`src/rtl/pse_pkg.sv`:
```
`timescale 1ns / 1ps
// ----------------------------------------------------------------------------
// pse_pkg: shared types and constants for the postfix stack evaluator
// Operation and status codes, payload structs and the controller/datapath
// command and status groups.
// ----------------------------------------------------------------------------
package pse_pkg;

	localparam int DATA_W          = 32;
	localparam int DEPTH_W         = 8;
	localparam int OP_W            = 3;
	localparam int STAT_W          = 2;
	localparam int STACK_DEPTH_DEF = 128;

	localparam logic [DEPTH_W-1:0] CAP_RESET = 8'd128;

	// operation codes
	localparam logic [OP_W-1:0] OP_PUSH = 3'd0;
	localparam logic [OP_W-1:0] OP_ADD  = 3'd1;
	localparam logic [OP_W-1:0] OP_SUB  = 3'd2;
	localparam logic [OP_W-1:0] OP_MUL  = 3'd3;
	localparam logic [OP_W-1:0] OP_DIV  = 3'd4;
	localparam logic [OP_W-1:0] OP_POP  = 3'd5;

	// status codes
	localparam logic [STAT_W-1:0] ST_OK        = 2'd0;
	localparam logic [STAT_W-1:0] ST_OVERFLOW  = 2'd1;
	localparam logic [STAT_W-1:0] ST_UNDERFLOW = 2'd2;
	localparam logic [STAT_W-1:0] ST_DIVZERO   = 2'd3;

	typedef struct packed {
		logic [OP_W-1:0]          operation;
		logic signed [DATA_W-1:0] operand;
	} token_t;

	typedef struct packed {
		logic [STAT_W-1:0]        status;
		logic signed [DATA_W-1:0] value;
		logic [DEPTH_W-1:0]       depth;
	} result_t;

	// controller to datapath
	typedef struct packed {
		logic load;        // take token, read second entry
		logic exec;        // finish a token that needs no divider run
		logic div_start;   // launch the divider
		logic div_finish;  // commit the quotient
	} ctrl_cmd_t;

	// datapath to controller
	typedef struct packed {
		logic div_needed;  // latched token is a valid divide
		logic div_done;    // divider quotient ready
	} dp_status_t;

endpackage

```
`src/rtl/pse_ctrl.sv`:
```
`timescale 1ns / 1ps
// ----------------------------------------------------------------------------
// pse_ctrl: evaluator controller
// Sequences token load, execute and the divider wait.
// ----------------------------------------------------------------------------
module pse_ctrl (
	input  logic                 clk,
	input  logic                 arst_n,
	input  logic                 start,
	input  pse_pkg::dp_status_t  status,
	output pse_pkg::ctrl_cmd_t   cmd,
	output logic                 busy
);
	import pse_pkg::*;

	localparam logic [1:0] S_IDLE = 2'd0;
	localparam logic [1:0] S_EXEC = 2'd1;
	localparam logic [1:0] S_DIV  = 2'd2;

	logic [1:0] state_q;
	logic [1:0] state_d;

	// next state and commands
	always_comb begin
		state_d        = state_q;
		cmd.load       = 1'b0;
		cmd.exec       = 1'b0;
		cmd.div_start  = 1'b0;
		cmd.div_finish = 1'b0;
		case (state_q)
			S_IDLE: begin
				if (start) begin
					cmd.load = 1'b1;
					state_d  = S_EXEC;
				end
			end
			S_EXEC: begin
				if (status.div_needed) begin
					cmd.div_start = 1'b1;
					state_d       = S_DIV;
				end else begin
					cmd.exec = 1'b1;
					state_d  = S_IDLE;
				end
			end
			S_DIV: begin
				if (status.div_done) begin
					cmd.div_finish = 1'b1;
					state_d        = S_IDLE;
				end
			end
			default: begin
				state_d = S_IDLE;
			end
		endcase
	end

	// advance state
	always_ff @(posedge clk or negedge arst_n) begin
		if (!arst_n) begin
			state_q <= S_IDLE;
		end else begin
			state_q <= state_d;
		end
	end

	assign busy = (state_q != S_IDLE);

	a_div_done_in_wait: assert property (@(posedge clk) disable iff (!arst_n)
		status.div_done |-> (state_q == S_DIV))
		else $error("divider finished outside divide wait");

endmodule

```
`config.mk`:
```
export PLATFORM = sky130hd
export DESIGN_NAME = pse_ctrl
export DESIGN_NICKNAME = d
export VERILOG_FILES = /design/src/rtl/pse_pkg.sv /design/src/rtl/pse_ctrl.sv
export SDC_FILE = /design/constraint.sdc
export NUM_CORES = 1
export LEC_CHECK = 0
export BUFFER_PORTS_ARGS = -buffer_cell sky130_fd_sc_hd__buf_2
export CORE_AREA = 2 2 39 41
export CTS_CLUSTER_DIAMETER = 150
export DETAILED_ROUTE_END_ITERATION = 7
export DIE_AREA = 0 0 41 43
export HOLD_SLACK_MARGIN = 0.03
export PLACE_DENSITY_LB_ADDON = 0.3
export SYNTH_ARGS = -nofsm -noshare
export SYNTH_HDL_FRONTEND = slang
export SYNTH_SLANG_ARGS = --single-unit
```
`constraint.sdc`:
```
create_clock -name clk -period 0.9 [get_ports clk]
set_input_delay 0.18 -clock clk [delete_from_list [all_inputs] [get_ports clk]]
set_output_delay 0.18 -clock clk [all_outputs]
set_load 0.1 [all_outputs]
```
# == Yosys cells after proc, flatten, opt, wreduce, memory -nomap -nowiden ==
# Index checks and enable logic that the tools add are counted.
# word_totals
ff_bits,2
inputBits,5
wordCells,19
# op_classes
eq_ne,4
mux,11
reduce_logical,3
# ops
op,count
2-to-1 mux 2 bit,4
2-to-1 mux 1 bit,6
one-hot mux 2 bit (3 select lines),1
"!= test 2 bit, second input constant",2
"equality test 2 x 1 -> 1 bit, second input constant",1
"equality test 2 bit, second input constant",1
logical NOT 2 bit,1
AND reduction 2 bit,1
nonzero test 2 bit,1

# == Longest topological paths before layout ==
# depth
depth_word,3
ltp_mapped,2

# == Worst setup path before layout ==
# Ideal clock, no wire load.
# synth_timing
path_kind,register -> output
startpoint,register state_q[1]
endpoint,output cmd[2] in the netlist's numbering
t_arrival_ns,2.626
setup_slack_ns,-1.906
stages_incl_launch_ff,2
path_buffers,0
path_cell_list,dfrtp_1 nor3b_1
# synth_lines
item,line_no,text
from (decl),pse_ctrl.sv:20,logic [1:0] state_q;
from (signal assigned),pse_ctrl.sv:63,state_q <= state_d;
to (decl),pse_ctrl.sv:11,"output pse_pkg::ctrl_cmd_t cmd,"

==> results.md <==
- Combined flip-flop and latch cell area: about 50 um2
- Chip Height: 43 um
- Ratio of total power to cell area: ~2200 nW/um2
- Detail Placement HPWL: 286 um
- Hold Vio Cnt, Final: 0
- Setup Fix Bufs, Post-CTS: 0
- Leakage Power: roughly 0.16 nW
- Overall via count from detail_route: ~150
- Worst-case clock skew: around 0.0055 ns
- Met2 capacity usage during global routing: around 6.3%
- Maximum clock path buffer count: 2
- Global-route layer with the greatest usage: met4
- Clock Latency Late Sink: between 0.2 and 0.25 ns
- Total area of multi-input combinational cells: just under 100 um2
- Status: finished with violations
- Average footprint of a synthesized cell: a little over 8 um2
- Maximum operating frequency: roughly 0.74 GHz
- Required @ worst endpoint: roughly 0.72 ns
- Number of register bits inferred by synthesis: 2
- Crit path launch type: flop
- Number of cell rows: 14
- Via count of the first global-routing pass: 168
- Largest net degree at the start of global routing: 5
- Fill count: roughly 150
- Routability cong.: 0.607
- Routed wire length per instance: 8.46 um
- Nets@finish: 37
- Initial Util: 7.59%
- Post-synth cell types: 8
- Aggregate routed wire length: just under 400 um
- Overall power after layout: around 0.78 mW
- Slowest-stage cell, CP: dfrtp_1
- GRT Resource Usage Total: 6.33%
- Fraction of the yosys area taken by sequential cells: roughly 48%
- Fraction of layout cells with a size suffix above 1: 80.0%
- Biggest cell delay along the critical path: approximately 0.36 ns
- Overall die area: approximately 1800 um2
- Number of sinks handled by clock tree synthesis: 2
- Time the worst path needs with I/O delays and setup: between 1 and 1.5 ns
- Setup Slack @ Placement: -0.224 ns
- Final slew viol count: 0
- CORE AREA: ~1400 um2
- Number of max-cap violations: 0
- Registers with the highest flip-flop counts: state_q: 2 flops
- Maximum vdd ir drop: 0.000707 V
- Detailed-routing iteration count for the pre-antenna-repair pass: 1
- Remaining antenna violation count after routing: 0
- Period utilisation layout: 150%
- Critical path arrival: 1.17 ns
- Cell count after synthesis: 13
- Warnings, synthesis: 0
- I/O pins: 10
- IO Port Bufs: 9
- Clock root cell: clkbuf_4
- Placement-stage cell area: slightly above 300 um2
- Antenna Diode Count: 0
- Worst hold slack: approximately 0.16 ns
- Global-route wire length before repair: 662 um
- Actual transition at the worst max-transition pin: roughly 0.19 ns
- Detail-routed via count per cell: about 3.2
- Worst relative slew slack: 87.6%
- Setup Viol. Count Final: 5
- GR met1 Demand/Resource: roughly 7.7%
- Critical path, cell by cell: buf_4, nor3b_4, buf_12
- Initial antenna violation count: 0
- Remaining routing DRC violations: 0
- Setup CP Type: reg2out
- Iter 0 DRT Violations: 0
- Minimum setup slack in the final design: -0.450 ns
- Path type of the worst min-delay path: in2reg
- Layout overhead on the synthesized area: 240%
- Die width: a little over 40 um
- Register ranked first by flip-flop count: state_q
- Cell area after synthesis: ~110 um2
- Flip-flop count of the largest register after layout: 2
- Setup repair after global routing missed its margin: yes
- Accumulated negative setup slack: -1.91 ns
- Synth Net Count: 18
- Inserted Clock Buffers: 3
- Worst Path Max Fanout: 4
- Register clock-pin slew on the reported worst setup and hold paths: roughly 0.030 ns
- Number of levels in the clock H-tree: 1
- CTS tree: done
- M3 GR Usage: under 10%
- Critical Path End Type: output pin
- Violated checks: setup timing
- Total global routing overflow: 0
- Design Area, Final: 358 um2
- Top delay family on crit path: buffers and inverters
- Critical path buffer and inverter count: 2
==> worst register-to-register path: cells and delay by family (launching register included) <==
kind                   cells  cell delay [ns]
AOI/OAI and AO/OA          1             0.06
buffers and inverters      2             0.28
DFF                        1             0.36
and+or+nand+nor            1             0.08
==> kinds of logic (layout without fill, tap and decap cells) <==
group,count (synthesis),after routing,synth area share (%)
AND/OR/NAND/NOR,8,8,39.3
AO/OA/AOI/OAI,1,1,5.96
buffers and inverters,2,19,7.15
flip-flops,2,2,47.6
==> per-layer routing <==
metal	up-vias	part of all wire, %
met5	-	0
met2	10	42
met3	0	12
met1	61	46
li1	76	-
met4	0	0
==> cell usage in the layout, fill, tap and decap left out, drive strengths merged <==
master,instances
buf,13
inv,2
dlygate4sd3,1
nand2,1
nand2b,1
o22ai,1
nor3b,1
dfrtp,2
clkbuf,3
nor2,4
or2,1
==> area by class of cell <==
type,count,area share (%)
Clock buffer,3,6.29
Inverter,2,2.10
Multi-Input combinational cell,9,27.3
Sequential cell,2,14.0
Tap cell,16,5.59
Timing Repair Buffer,14,44.8
==> worst paths after layout <==
check	from	end	slack, ns	depth (start not counted)
max	state_q[1]	cmd[2]	-0.45	3
min	status[0]	state_q[1]	0.16	2
max reg2reg	state_q[1]	state_q[1]	0	4
min in group asynchronous	arst_n	state_q[1]	0.29	2
max in group asynchronous	arst_n	state_q[0]	0.51	2
min reg2reg	state_q[1]	state_q[0]	0.58	2
==> cells in the mapped netlist (all sizes together) <==
library cell	number	area, um2
nor2	4	15.0
dfrtp	2	50.1
inv	2	7.51
nand2	1	3.75
nand2b	1	6.26
nor3b	1	7.51
o22ai	1	6.26
or2	1	8.76
==> metrics by stage <==
| stage | util [%] | instances |
|---|---|---|
| after floorplan | - | 13 |
| after detailed placement | 22.0 | 42 |
| after global routing | 25.9 | 46 |
| final | 25.9 | 46 |
| after global placement | 22.0 | 42 |
| after CTS | 24.3 | 46 |
==> what timing repair did <==
| action | CTS | global route |
|---|---|---|
| pin swaps | 1 | 0 |
| setup endpoints to repair | 6 | 6 |
| resized for setup | 0 | 4 |
| hold buffers | 1 | 0 |
| hold endpoints to repair | 2 | 0 |
==> where the power goes <==
part	total (mW)	internal [mW]	switching [mW]
registers	0.111	0.103	0.00784
logic	0.474	0.184	0.290
clock network	0.199	0.147	0.0514
No activity file was read; power rests on OpenSTA's default activity.
